[config.mk]
export PLATFORM = sky130hd
export DESIGN_NAME = multi_slot_software_timer_engine_core
export DESIGN_NICKNAME = d
export VERILOG_FILES = /design/src/rtl/mstte_pkg.sv /design/src/rtl/mstte_ctrl.sv /design/src/rtl/mstte_dp.sv /design/src/rtl/multi_slot_software_timer_engine_core.sv
export SDC_FILE = /design/constraint.sdc
export NUM_CORES = 2
export LEC_CHECK = 0
export BUFFER_PORTS_ARGS = -buffer_cell sky130_fd_sc_hd__clkbuf_2
export CORE_AREA = 2 2 435 868
export DETAILED_ROUTE_END_ITERATION = 8
export DIE_AREA = 0 0 437 870
export GPL_TIMING_DRIVEN = 0
export MAX_ROUTING_LAYER = met4
export SLEW_MARGIN = 20
export SYNTH_ARGS = -nofsm -noshare
export SYNTH_HDL_FRONTEND = slang
export SYNTH_HIERARCHICAL = 1
export SYNTH_SLANG_ARGS = --single-unit
[constraint.sdc]
create_clock -name clk -period 10.5 [get_ports clk]
set_input_delay 2.1 -clock clk [delete_from_list [all_inputs] [get_ports clk]]
set_output_delay 2.1 -clock clk [all_outputs]
set_load 0.02 [all_outputs]
[src/rtl/mstte_pkg.sv]
// shared types and constants for the software timer engine
`timescale 1ns / 1ps
package mstte_pkg;
	localparam int SLOTS = 8;
	localparam int SLOT_W = $clog2(SLOTS);
	localparam int TABLES = 3;
	localparam int ADDR_W = SLOT_W + 2;

	localparam logic [2:0] OP_TICK = 3'd0;
	localparam logic [2:0] OP_TO_START = 3'd1;
	localparam logic [2:0] OP_TO_STOP = 3'd2;
	localparam logic [2:0] OP_PER_START = 3'd3;
	localparam logic [2:0] OP_PER_STOP = 3'd4;
	localparam logic [2:0] OP_CNT_START = 3'd5;
	localparam logic [2:0] OP_CNT_STOP = 3'd6;
	localparam logic [2:0] OP_NONE = 3'd7;

	localparam logic [1:0] TBL_TIMEOUT = 2'd0;
	localparam logic [1:0] TBL_PERIODIC = 2'd1;
	localparam logic [1:0] TBL_COUNTED = 2'd2;

	localparam logic EV_FIRE = 1'b0;
	localparam logic EV_FULL = 1'b1;

	typedef enum logic [2:0] {
		ST_IDLE,
		ST_SCAN,
		ST_FIND,
		ST_APPLY,
		ST_EMIT,
		ST_WAIT
	} state_t;

	// controller to datapath
	typedef struct packed {
		logic load;      // capture input transaction
		logic tick_inc;  // advance the tick counter
		logic scan_clr;  // reset slot pointer
		logic scan_adv;  // step slot pointer
		logic find_step; // compare one slot during lookup
		logic apply;     // perform start or stop update
		logic fire_slot; // update current slot and stage a fire result
	} cmd_t;

	// datapath to controller
	typedef struct packed {
		logic scan_last; // pointer on the final slot
		logic slot_due;  // current slot valid and due
		logic find_last; // lookup on last slot
		logic has_result; // start produced a result
	} sts_t;
endpackage

[src/rtl/mstte_ctrl.sv]
// controller sequencing tick scans and start/stop lookups
`timescale 1ns / 1ps
module mstte_ctrl (
	input logic clk,
	input logic arst_n,
	input logic in_valid,
	output logic in_ready,
	output logic out_valid,
	input logic out_ready,
	input logic [2:0] op_q_i,
	output mstte_pkg::cmd_t cmd,
	input mstte_pkg::sts_t sts
);
	import mstte_pkg::*;

	state_t state_q, state_d;
	logic ret_scan_q, ret_scan_d;

	// state register
	always_ff @(posedge clk or negedge arst_n) begin
		if (!arst_n) begin
			state_q <= ST_IDLE;
			ret_scan_q <= 1'b0;
		end else begin
			state_q <= state_d;
			ret_scan_q <= ret_scan_d;
		end
	end

	// next state
	always_comb begin
		state_d = state_q;
		ret_scan_d = ret_scan_q;
		case (state_q)
			ST_IDLE: begin
				if (in_valid) state_d = ST_WAIT;
			end
			ST_WAIT: begin
				if (op_q_i == OP_TICK) state_d = ST_SCAN;
				else state_d = ST_FIND;
			end
			ST_SCAN: begin
				if (sts.slot_due) begin
					state_d = ST_EMIT;
					ret_scan_d = 1'b1;
				end else if (sts.scan_last) state_d = ST_IDLE;
			end
			ST_FIND: begin
				if (sts.find_last) state_d = ST_APPLY;
			end
			ST_APPLY: begin
				if (sts.has_result) begin
					state_d = ST_EMIT;
					ret_scan_d = 1'b0;
				end else state_d = ST_IDLE;
			end
			ST_EMIT: begin
				if (out_ready) begin
					if (ret_scan_q && !sts.scan_last) state_d = ST_SCAN;
					else state_d = ST_IDLE;
				end
			end
			default: state_d = ST_IDLE;
		endcase
	end

	// outputs
	always_comb begin
		cmd = '0;
		in_ready = 1'b0;
		out_valid = 1'b0;
		case (state_q)
			ST_IDLE: begin
				in_ready = 1'b1;
				cmd.load = in_valid;
			end
			ST_WAIT: begin
				cmd.scan_clr = 1'b1;
				cmd.tick_inc = (op_q_i == OP_TICK);
			end
			ST_SCAN: begin
				cmd.fire_slot = sts.slot_due;
				cmd.scan_adv = !sts.slot_due;
			end
			ST_FIND: begin
				cmd.find_step = 1'b1;
				cmd.scan_adv = !sts.find_last;
			end
			ST_APPLY: cmd.apply = 1'b1;
			ST_EMIT: begin
				out_valid = 1'b1;
				cmd.scan_adv = out_ready && ret_scan_q;
			end
			default: ;
		endcase
	end
endmodule

[src/rtl/mstte_dp.sv]
// datapath: slot tables, tick counter, lookup and result registers
`timescale 1ns / 1ps
module mstte_dp (
	input logic clk,
	input logic arst_n,
	input logic [2:0] op,
	input logic [7:0] task_id,
	input logic [15:0] period_ms,
	input logic [7:0] repeat_count,
	input mstte_pkg::cmd_t cmd,
	output mstte_pkg::sts_t sts,
	output logic [2:0] op_q_o,
	output logic event_kind,
	output logic [1:0] table_kind,
	output logic [7:0] fired_task,
	output logic last_result
);
	import mstte_pkg::*;

	localparam int NS = TABLES * SLOTS;

	logic [2:0] op_q;
	logic [7:0] task_q, num_q;
	logic [15:0] per_q;
	logic [31:0] tick_q;
	logic [NS-1:0] valid_q;
	logic [7:0] stask_q [NS];
	logic [31:0] start_q [NS];
	logic [15:0] speriod_q [NS];
	logic [7:0] rem_q [SLOTS];
	logic [ADDR_W-1:0] ptr_q;
	logic match_hit_q, free_hit_q;
	logic [SLOT_W-1:0] match_q, free_q;
	logic ev_q, last_q;
	logic [1:0] tbl_q;
	logic [7:0] ftask_q;

	logic [1:0] tbl_sel;
	logic [ADDR_W-1:0] base;
	logic [ADDR_W-1:0] cur;
	logic [SLOT_W-1:0] sidx;
	logic [31:0] elapsed;
	logic cur_due;
	logic [ADDR_W-1:0] last_slot;
	logic remaining_due;

	assign op_q_o = op_q;
	assign sidx = ptr_q[SLOT_W-1:0];
	assign cur = ptr_q;
	assign elapsed = tick_q - start_q[cur];
	assign cur_due = valid_q[cur] && (elapsed >= {16'd0, speriod_q[cur]});
	assign last_slot = ADDR_W'(NS - 1);

	// table selected by a start or stop op
	always_comb begin
		case (op_q)
			OP_TO_START, OP_TO_STOP: tbl_sel = TBL_TIMEOUT;
			OP_PER_START, OP_PER_STOP: tbl_sel = TBL_PERIODIC;
			OP_CNT_START, OP_CNT_STOP: tbl_sel = TBL_COUNTED;
			default: tbl_sel = TBL_TIMEOUT;
		endcase
		base = ADDR_W'(32'(tbl_sel) * SLOTS);
	end

	// any later slot due; decides which fire is final
	always_comb begin
		remaining_due = 1'b0;
		for (int k = 0; k < NS; k++) begin
			if (ADDR_W'(k) > cur && valid_q[k] &&
				((tick_q - start_q[k]) >= {16'd0, speriod_q[k]}))
				remaining_due = 1'b1;
		end
	end

	// start/stop effect
	logic act_emit, act_ev;
	logic act_free, act_put;
	logic [SLOT_W-1:0] put_idx;
	logic [15:0] put_per;
	logic same;
	always_comb begin
		act_emit = 1'b0;
		act_ev = EV_FIRE;
		act_free = 1'b0;
		act_put = 1'b0;
		put_idx = free_q;
		put_per = per_q;
		same = match_hit_q &&
			speriod_q[base + ADDR_W'(match_q)] == per_q;
		case (op_q)
			OP_TO_START: begin
				if (per_q == 16'd1) put_per = 16'd2;
				if (!match_hit_q) begin
					if (free_hit_q) act_put = 1'b1;
					else begin
						act_emit = 1'b1;
						act_ev = EV_FULL;
					end
				end
			end
			OP_PER_START: begin
				if (!same) begin
					act_free = match_hit_q;
					if (free_hit_q || match_hit_q) begin
						act_put = 1'b1;
						act_emit = 1'b1;
						if (!free_hit_q || (match_hit_q && match_q < free_q))
							put_idx = match_q;
					end else begin
						act_emit = 1'b1;
						act_ev = EV_FULL;
					end
				end
			end
			OP_CNT_START: begin
				if (num_q == 8'd1) act_emit = 1'b1;
				else if (num_q != 8'd0 && !(same && rem_q[match_q] == num_q)) begin
					act_free = match_hit_q;
					if (free_hit_q || match_hit_q) begin
						act_put = 1'b1;
						act_emit = 1'b1;
						if (!free_hit_q || (match_hit_q && match_q < free_q))
							put_idx = match_q;
					end else begin
						act_emit = 1'b1;
						act_ev = EV_FULL;
					end
				end
			end
			OP_TO_STOP, OP_PER_STOP, OP_CNT_STOP: act_free = match_hit_q;
			default: ;
		endcase
	end

	assign sts.scan_last = (cur == last_slot);
	assign sts.slot_due = cur_due;
	assign sts.find_last = (sidx == SLOT_W'(SLOTS - 1));
	assign sts.has_result = act_emit;

	// tick counter, pointer and lookup; input capture below
	always_ff @(posedge clk or negedge arst_n) begin
		if (!arst_n) begin
			tick_q <= '0;
			ptr_q <= '0;
			match_hit_q <= 1'b0;
			free_hit_q <= 1'b0;
			match_q <= '0;
			free_q <= '0;
		end else begin
			if (cmd.tick_inc) tick_q <= tick_q + 32'd1;
			if (cmd.scan_clr) begin
				ptr_q <= (op_q == OP_TICK) ? '0 : base;
				match_hit_q <= 1'b0;
				free_hit_q <= 1'b0;
			end else if (cmd.scan_adv) ptr_q <= ptr_q + 1'b1;
			if (cmd.find_step) begin
				if (!match_hit_q && valid_q[cur] && stask_q[cur] == task_q) begin
					match_hit_q <= 1'b1;
					match_q <= sidx;
				end
				if (!free_hit_q && !valid_q[cur]) begin
					free_hit_q <= 1'b1;
					free_q <= sidx;
				end
			end
		end
	end

	always_ff @(posedge clk) begin
		if (cmd.load) begin
			op_q <= op;
			task_q <= task_id;
			per_q <= period_ms;
			num_q <= repeat_count;
		end
	end

	// slot tables
	always_ff @(posedge clk or negedge arst_n) begin
		if (!arst_n) valid_q <= '0;
		else if (cmd.fire_slot) begin
			if (cur < ADDR_W'(SLOTS)) valid_q[cur] <= 1'b0;
			else if (cur >= ADDR_W'(2 * SLOTS) && rem_q[sidx] == 8'd1)
				valid_q[cur] <= 1'b0;
		end else if (cmd.apply) begin
			if (act_free) valid_q[base + ADDR_W'(match_q)] <= 1'b0;
			if (act_put) valid_q[base + ADDR_W'(put_idx)] <= 1'b1;
		end
	end

	always_ff @(posedge clk) begin
		if (cmd.fire_slot) begin
			start_q[cur] <= tick_q;
			if (cur >= ADDR_W'(2 * SLOTS)) rem_q[sidx] <= rem_q[sidx] - 8'd1;
		end else if (cmd.apply) begin
			if (op_q == OP_TO_START && match_hit_q)
				start_q[base + ADDR_W'(match_q)] <= tick_q;
			if (act_put) begin
				stask_q[base + ADDR_W'(put_idx)] <= task_q;
				start_q[base + ADDR_W'(put_idx)] <= tick_q;
				speriod_q[base + ADDR_W'(put_idx)] <= put_per;
				if (op_q == OP_CNT_START) rem_q[put_idx] <= num_q - 8'd1;
			end
		end
	end

	// result register
	always_ff @(posedge clk) begin
		if (cmd.fire_slot) begin
			ev_q <= EV_FIRE;
			tbl_q <= cur[ADDR_W-1:SLOT_W];
			ftask_q <= stask_q[cur];
			last_q <= !remaining_due;
		end else if (cmd.apply) begin
			ev_q <= act_ev;
			tbl_q <= tbl_sel;
			ftask_q <= task_q;
			last_q <= 1'b1;
		end
	end

	assign event_kind = ev_q;
	assign table_kind = tbl_q;
	assign fired_task = ftask_q;
	assign last_result = last_q;
endmodule

[src/rtl/multi_slot_software_timer_engine_core.sv]
// top level of the multi-slot software timer engine
// a tick runs a setup state and then scans all 24 slots in turn; each fire result
// adds an emit state, which the receiver can stall
// start and stop run a setup state, an 8-slot lookup and an update state, then
// an emit state when a result is sent; one transaction at a time, input taken when idle
// reset clears the tick counter and all slot valid bits
`timescale 1ns / 1ps
module multi_slot_software_timer_engine_core (
	input logic clk,
	input logic arst_n,
	input logic in_valid,
	output logic in_ready,
	input logic [2:0] op,
	input logic [7:0] task_id,
	input logic [15:0] period_ms,
	input logic [7:0] repeat_count,
	output logic out_valid,
	input logic out_ready,
	output logic event_kind,
	output logic [1:0] table_kind,
	output logic [7:0] fired_task,
	output logic last_result
);
	import mstte_pkg::*;

	cmd_t cmd;
	sts_t sts;
	logic [2:0] op_q;

	// sequencing
	mstte_ctrl u_ctrl (
		.clk(clk), .arst_n(arst_n), .in_valid(in_valid), .in_ready(in_ready),
		.out_valid(out_valid), .out_ready(out_ready), .op_q_i(op_q),
		.cmd(cmd), .sts(sts)
	);

	// tables and arithmetic
	mstte_dp u_dp (
		.clk(clk), .arst_n(arst_n), .op(op), .task_id(task_id),
		.period_ms(period_ms), .repeat_count(repeat_count), .cmd(cmd),
		.sts(sts), .op_q_o(op_q), .event_kind(event_kind),
		.table_kind(table_kind), .fired_task(fired_task),
		.last_result(last_result)
	);
endmodule

After elaboration in Yosys (flattened, before gate mapping)
Memories as Yosys holds them, arrays and structs flattened.
Cells that the tools add are included.
{"block": "totals", "reg_bits": 120, "ramBits": 1408, "inputBits": 39, "output_inout_bits": 14, "memories": 4}
{"block": "op_classes", "add_sub_neg": 31, "n_lt_le_gt_ge": 58, "eq_ne": 26, "n_mux": 133, "n_bitwise": 5, "n_reduce_logical": 90}
{"memory": "u_dp.start_q", "words": 24, "word_bits": 32, "rd": 25, "rd_clocked_by_memory_dff": 0, "write_ports": 1, "line": "mstte_dp.sv:28", "source": "logic [31:0] start_q [NS];"}
{"memory": "u_dp.speriod_q", "words": 24, "word_bits": 16, "rd": 26, "rd_clocked_by_memory_dff": 0, "write_ports": 1, "line": "mstte_dp.sv:29", "source": "logic [15:0] speriod_q [NS];"}
{"memory": "u_dp.stask_q", "words": 24, "word_bits": 8, "rd": 1, "rd_clocked_by_memory_dff": 0, "write_ports": 1, "line": "mstte_dp.sv:27", "source": "logic [7:0] stask_q [NS];"}
{"memory": "u_dp.rem_q", "words": 8, "word_bits": 8, "rd": 2, "rd_clocked_by_memory_dff": 0, "write_ports": 1, "line": "mstte_dp.sv:30", "source": "logic [7:0] rem_q [SLOTS];"}
{"cell": "greater-or-equal comparator 32 x 16 -> 1 bit", "count": 25}
{"cell": "subtractor 32 bit", "count": 25}
{"cell": "2-to-1 mux 24 bit", "count": 8}
{"cell": "2-to-1 mux 1 bit", "count": 84}
{"cell": "2-to-1 mux 32 bit", "count": 2}
{"cell": "OR reduction 32 bit", "count": 2}
{"cell": "logical AND 1 bit", "count": 63}
{"cell": "AND 24 bit", "count": 2}
{"cell": "inverter 24 bit", "count": 2}
{"cell": "greater-than comparator 4 x 5 -> 1 bit, first input constant", "count": 8}
{"cell": "greater-than comparator 5 bit, first input constant", "count": 8}
{"cell": "2-to-1 mux 3 bit", "count": 12}
{"cell": "adder 32 x 1 -> 32 bit, second input constant", "count": 1}
{"cell": "2-to-1 mux 16 bit", "count": 2}
{"cell": "2-to-1 mux 5 bit", "count": 5}
{"cell": "2-to-1 mux 8 bit", "count": 3}
{"cell": "OR 24 bit", "count": 1}
{"cell": "greater-than comparator 3 x 5 -> 1 bit, first input constant", "count": 4}
{"cell": "equality test 3 bit, second input constant", "count": 6}
{"cell": "< comparator 5 x 6 -> 1 bit, second input constant", "count": 3}
{"cell": "case mux 3 bit (6 select lines)", "count": 1}
{"cell": "equality test 16 x 1 -> 1 bit, second input constant", "count": 1}
{"cell": "equality test 16 bit", "count": 1}
{"cell": "equality test 8 x 1 -> 1 bit, second input constant", "count": 2}
{"cell": "34 further kinds", "count": 72}

Depth between registers and ports, before layout
An unclocked memory read counts as a cell.
{"block": "depth", "ltp_word": 30, "depth_mapped": 42, "mapped_depth_nobuf": 35}

Modules after synthesis
Netlist, hierarchy kept.
{"mod": "mstte_dp", "instances": 1, "cells_each": 11526, "area_per_inst_um2": 129958.4, "seq_area_each_um2": 56939.6}
{"mod": "mstte_ctrl", "instances": 1, "cells_each": 38, "area_per_inst_um2": 359.1, "seq_area_each_um2": 100.1}

Worst setup path after synthesis
OpenSTA, ideal clock, no wires.
{"block": "synth_path", "kind": "register to register", "from": "register u_dp.ptr_q[0], in the netlist u_dp/cur[0]", "to": "memory u_dp.start_q[30][0], enable pin", "setup_time_ns": 0.421, "arrival_time_ns": 10.875, "t_required_ns": 10.079, "setup_slack_ns": -0.796, "stages_incl_launch_ff": 43, "n_path_buf": 9, "synth_period_minus_slack_ns": 11.296, "cell_sequence": "dfrtp_1 > buf_2 > buf_2 > buf_1 > buf_1 > clkbuf_1 > buf_1 > clkbuf_1 > mux4_2 > mux2i_1 > o22ai_1 > nor2_1 > ha_1 > a21oi_1 > o211ai_1 > o41ai_1 > nor2b_1 > o21a_1 > (+7 left out) > a2111oi_0 > nand4_1 > a2111oi_0 > nand3_1 > a2111oi_0 > nand3_1 > a2111oi_0 > a31oi_1 > buf_4 > and4bb_2 > nor2_1 > o2111ai_4 > nand2_1 > nor2_1 > a211o_1 > or2_1 > buf_6 > nor2_1"}
{"element": "start: declaration", "line": "mstte_dp.sv:31", "source": "logic [ADDR_W-1:0] ptr_q;"}
{"element": "start signal: assignment", "line": "mstte_dp.sv:152", "source": "ptr_q <= (op_q == OP_TICK) ? '0 : base;"}
{"element": "start signal: assignment", "line": "mstte_dp.sv:155", "source": "end else if (cmd.scan_adv) ptr_q <= ptr_q + 1'b1;"}
{"element": "end: declaration", "line": "mstte_dp.sv:28"}

==> summary.md <==
| Metric | Value |
|---|---|
| Ys flop type | edfxtp_1 |
| DRT Pass-1 Iters | 6 |
| Routed wire length | between 500 and 600 mm |
| First-pass GRT wire length | 771 mm |
| Final setup viols | 0 |
| Reg-to-reg endpoint | u_dp/start_q[26][17] |
| Worst r2r path cells | 33 |
| FP Rows | about 320 |
| Worst skew pair latency | about 0.96 ns |
| DRT iter0 DRCs | ~14000 |
| CP dominant cell by count | buf_4 |
| PD cells | 164 mW/mm2 |
| Peak Freq | roughly 96 MHz |
| Drc violations | 0 |
| Cells after synthesis | between 10000 and 15000 |
| Tmin final | roughly 10 ns |
| Final Hold Viols | 0 |
| Fin worst setup slack | 0.0485 ns |
| Synthesized cell area | 0.130 mm2 |
| GP Congestion | 1.09 |
| CP top delay family | buffers and inverters |
| Sequential area share after synthesis | roughly 44% |
| Final slew viol count | 0 |
| Avg Vias per Cell | slightly above 6 |
| Largest net degree at the start of global routing | 65 |
| Full die area | around 0.38 mm2 |
| Total CTS buffers | roughly 200 |
| CP required | between 10 and 15 ns |
| Post-synthesis cell type count | roughly 110 |
| Placed Area | ~0.14 mm2 |
| Arrival @ worst endpoint | about 11 ns |
| Clock power frac | between 30% and 40% |
| Slew HR | 14.4% |
| Lkg Pwr | just over 60 nW |
| Initial Utilization | between 30% and 40% |
| Vias | about 110k |
| Worst r2r src | u_dp/cur[1] |
| Hold Path Stages | 1 |
| Clock transition at the registers of the reported paths | ~0.070 ns |
| Setup crit end kind | flop |
| Peak VDD IR | 0.000190 V |
| IO Count | 53 |
| Gr usage total | about 30% |
| P_sw | roughly 9 mW |
| Flop-to-flop setup slack | roughly 0.048 ns |
| DP HPWL | 440 mm |
| MaxCap Viol Count | 0 |
| Nets@finish | approximately 13000 |
| Pre-CTS setup slack | -5.66 ns |
| Comb power frac | about a third |
| Core Region | 0.374 mm2 |
| Reg power frac | a little over a third |
| Avg Cell Area, Syn | 11.3 um2 |
| Number of global-route vias before repair | ~99000 |
| Post-layout util | 40.3% |
| Clk sink count | 1912 |
| Outcome | completed |
| Setup crit start kind | flop |
| GRT overflow | 0 |
| Yosys reg bits | 1912 |
| Hold Path Class | reg -> reg |
| Critical setup path kind | reg -> reg |
| Ys Warns | 6 |
| Non-filler cells, final | 17388 |
| TritonCTS clock tree | built |
| ANT nets after route | 0 |
| Routed WL per cell | between 30 and 40 um |
| Synthesis-to-finish area growth | 15.6% |
| CP bufs+invs | 11 |
| Slowest CP cell | clkbuf_1 |
| Fraction of registers with async set/reset | under 10% |
| Final period util | 99.5% |
| Crit path max fanout | 11 |
| Post-route cell area | around 0.15 mm2 |
| Number of enable flip-flop cells after synthesis | between 1500 and 2000 |
| Die W | 437 um |
| Worst Hold End | u_ctrl/ret_scan_q |
| Clock Tree Buf Depth | 4 |
| Switching Share | a little over a third |
| Least-Margin Pin Slew | 1.28 ns |
| PortBufs | 52 |
| Hold_sp | u_ctrl/ret_scan_q |
| Die outline height | 870 um |
| Clock skew | 0.0966 ns |
| Ratio of cells with drive above 1 in the final layout | around 14% |
| Maximum level of the CTS H-tree | 4 |
| Cell-internal power | 15.8 mW |
| Crit path largest cell delay | approximately 0.94 ns |
| Root Buffer | clkbuf_16 |
| Initial antenna violation count | 42 |
| Inst Count DP | between 15000 and 20000 |
[cells in the mapped netlist, types with 35 or more instances]
cell | number | area share, %
nor3_1 | 167 | 0.64
nand2b_1 | 142 | 0.68
nor4_1 | 78 | 0.37
o21ai_0 | 530 | 2.0
clkbuf_1 | 215 | 0.62
a221oi_1 | 40 | 0.27
a21oi_1 | 747 | 2.9
xor2_1 | 184 | 1.2
dfrtp_1 | 73 | 1.4
o21bai_1 | 95 | 0.55
xnor2_1 | 345 | 2.3
a311oi_1 | 35 | 0.24
buf_1 | 72 | 0.21
edfxtp_1 | 1838 | 42
o31ai_1 | 61 | 0.35
a2111oi_0 | 43 | 0.29
mux2_2 | 36 | 0.31
nor2b_1 | 123 | 0.59
mux2i_1 | 229 | 1.8
a21o_1 | 285 | 1.6
a211oi_1 | 144 | 0.83
nand4_1 | 147 | 0.71
o21a_1 | 137 | 0.79
nand3_1 | 210 | 0.81
nor2_1 | 645 | 1.9
or3_1 | 57 | 0.27
inv_1 | 1325 | 3.8
mux4_2 | 592 | 10
and2_1 | 54 | 0.26
ha_1 | 1140 | 11
nand2_1 | 689 | 2.0
o2111ai_1 | 51 | 0.34
a21boi_0 | 37 | 0.21
o22ai_1 | 108 | 0.52
and3_1 | 79 | 0.38
a31oi_1 | 95 | 0.46
o211ai_1 | 83 | 0.48
[cell type report]
| cell class | count | area (um2) |
|---|---|---|
| fillers | 35824 | 223000 |
| well taps | 4960 | 6210 |
| repair buffers | 327 | 4940 |
| multi-input cells | 8119 | 68500 |
| diodes | 47 | 118 |
| inverters | 1328 | 4990 |
| clock inverters | 132 | 1470 |
| clock buffers | 230 | 5140 |
| flip-flops and latches | 1912 | 57200 |
| plain buffers | 333 | 2210 |
[timing repair]
item,CTS,global route
buffers inserted,98,35
pin swaps,53,14
endpoints found under the setup margin,1783,1720
gates resized for setup,234,112
hold buffers,0,0
gates cloned,6,1
[power groups by stage]
| stage | clock network (mW) | logic, mW | registers, mW |
|---|---|---|---|
| floorplan | 0 | 3.90 | 8.98 |
| global placement | 0 | 7.09 | 9.11 |
| detailed placement | 0 | 7.53 | 9.04 |
| CTS | 7.59 | 7.82 | 8.88 |
| global route | 7.83 | 8.37 | 8.90 |
| finish | 7.53 | 8.27 | 8.90 |
[routing by layer]
| metal | track usage, % | up-vias | wire length (um) | share of wire, % |
|---|---|---|---|---|
| met5 | - | - | 0 | 0 |
| met1 | 36.2 | 53100 | 211000 | 38 |
| met2 | 43.4 | 6253 | 246000 | 44 |
| met3 | 5.86 | 1382 | 55600 | 9.9 |
| met4 | 21.0 | 0 | 49800 | 8.9 |
| li1 | - | 45414 | - | - |
[flip-flops by register name, summed over array words and instances, names as in the netlist]
name / count
u_ctrl/state_q: 3
u_dp/fired_task: 8
u_dp/match_q: 3
u_dp/task_q: 8
u_dp/speriod_q: 512
u_dp/start_q: 1024
u_dp/match_hit_q: 1
u_dp/free_q: 3
u_dp/event_kind: 1
u_dp/free_hit_q: 1
u_dp/op_q_o: 3
u_dp/per_q: 16
u_ctrl/ret_scan_q: 1
u_dp/num_q: 8
u_dp/stask_q: 192
u_dp/cur: 5
u_dp/table_kind: 2
u_dp/rem_q: 64
u_dp/valid_q: 24
u_dp/tick_q: 32
u_dp/last_result: 1
[metrics by stage]
step           power, mW  hold slack [ns]  setup TNS, ns
3_5_place_dp        16.6            0.483       -8116.45
2_1_floorplan       12.9            0.459        -148.16
4_1_cts             24.3            0.506         -0.276
6_report            24.7            0.515              0
5_1_grt             25.1            0.529       -0.00949
3_3_place_gp        16.2            0.490              -
[cell usage in the layout (no fill, tap or decap), types with 58 or more instances in the layout]
master / netlist / routed
nor2b_1: 123 / 121
nand2b_1: 142 / 141
nor4_1: 78 / 76
o21ai_0: 530 / 525
o22ai_1: 108 / 99
clkbuf_2: 0 / 77
o31ai_1: 61 / 58
inv_1: 1325 / 1324
a21oi_1: 747 / 742
nor2_1: 645 / 588
and3_1: 79 / 79
nand2_1: 689 / 684
o211ai_1: 83 / 83
mux2i_1: 229 / 208
nand3_1: 210 / 206
buf_16: 0 / 77
ha_1: 1140 / 1138
a31oi_1: 95 / 89
buf_12: 0 / 90
xnor2_1: 345 / 345
nand4_1: 147 / 147
a21o_1: 285 / 285
edfxtp_1: 1838 / 1838
conb_1: 1 / 128
a211oi_1: 144 / 135
xor2_1: 184 / 184
o21bai_1: 95 / 95
buf_4: 15 / 137
nor2_4: 0 / 68
o21a_1: 137 / 137
clkbuf_16: 0 / 205
nor3_1: 167 / 165
clkbuf_1: 215 / 165
mux4_2: 592 / 592
[worst max-delay path by stage]
stage / slack, ns / to / cells after the start / from
after floorplan: -0.27 / u_dp/start_q[22][0] / 42 / u_dp/cur[0]
after global routing: -0.003 / u_dp/start_q[24][9] / 48 / u_dp/cur[0]
after global placement: -9.38 / u_dp/start_q[29][22] / 40 / u_dp/cur[0]
final: 0.05 / u_dp/start_q[26][17] / 33 / u_dp/cur[1]
after detailed placement: -5.66 / u_dp/start_q[13][25] / 40 / u_dp/cur[2]
after CTS: -0.04 / u_dp/rem_q[7][6] / 41 / u_dp/cur[0]
[cell families (layout without fill, tap and decap cells)]
| family | Yosys count | in the layout | share of synthesized area, % |
|---|---|---|---|
| buffers and inverters | 1665 | 2350 | 4.94 |
| AOI/OAI and AO/OA | 2831 | 2831 | 14.2 |
| adders and majority gates | 1164 | 1164 | 11.3 |
| xor gates and xnor gates | 529 | 529 | 3.56 |
| and+or+nand+nor | 2603 | 2608 | 9.85 |
| muxes | 859 | 859 | 12.3 |
| other | 1 | 175 | 0.00288 |
| DFF | 1912 | 1912 | 43.8 |
[worst register-to-register path: cells and delay by family (launching register included)]
kind | cells | cell delay [ns]
AO/OA/AOI/OAI | 8 | 3.01
adder cells (fa/ha/maj) | 1 | 0.40
buffers and inverters | 11 | 3.80
flip-flops | 1 | 0.41
AND/OR/NAND/NOR | 13 | 2.54
No activity file was read; power rests on OpenSTA's default activity.
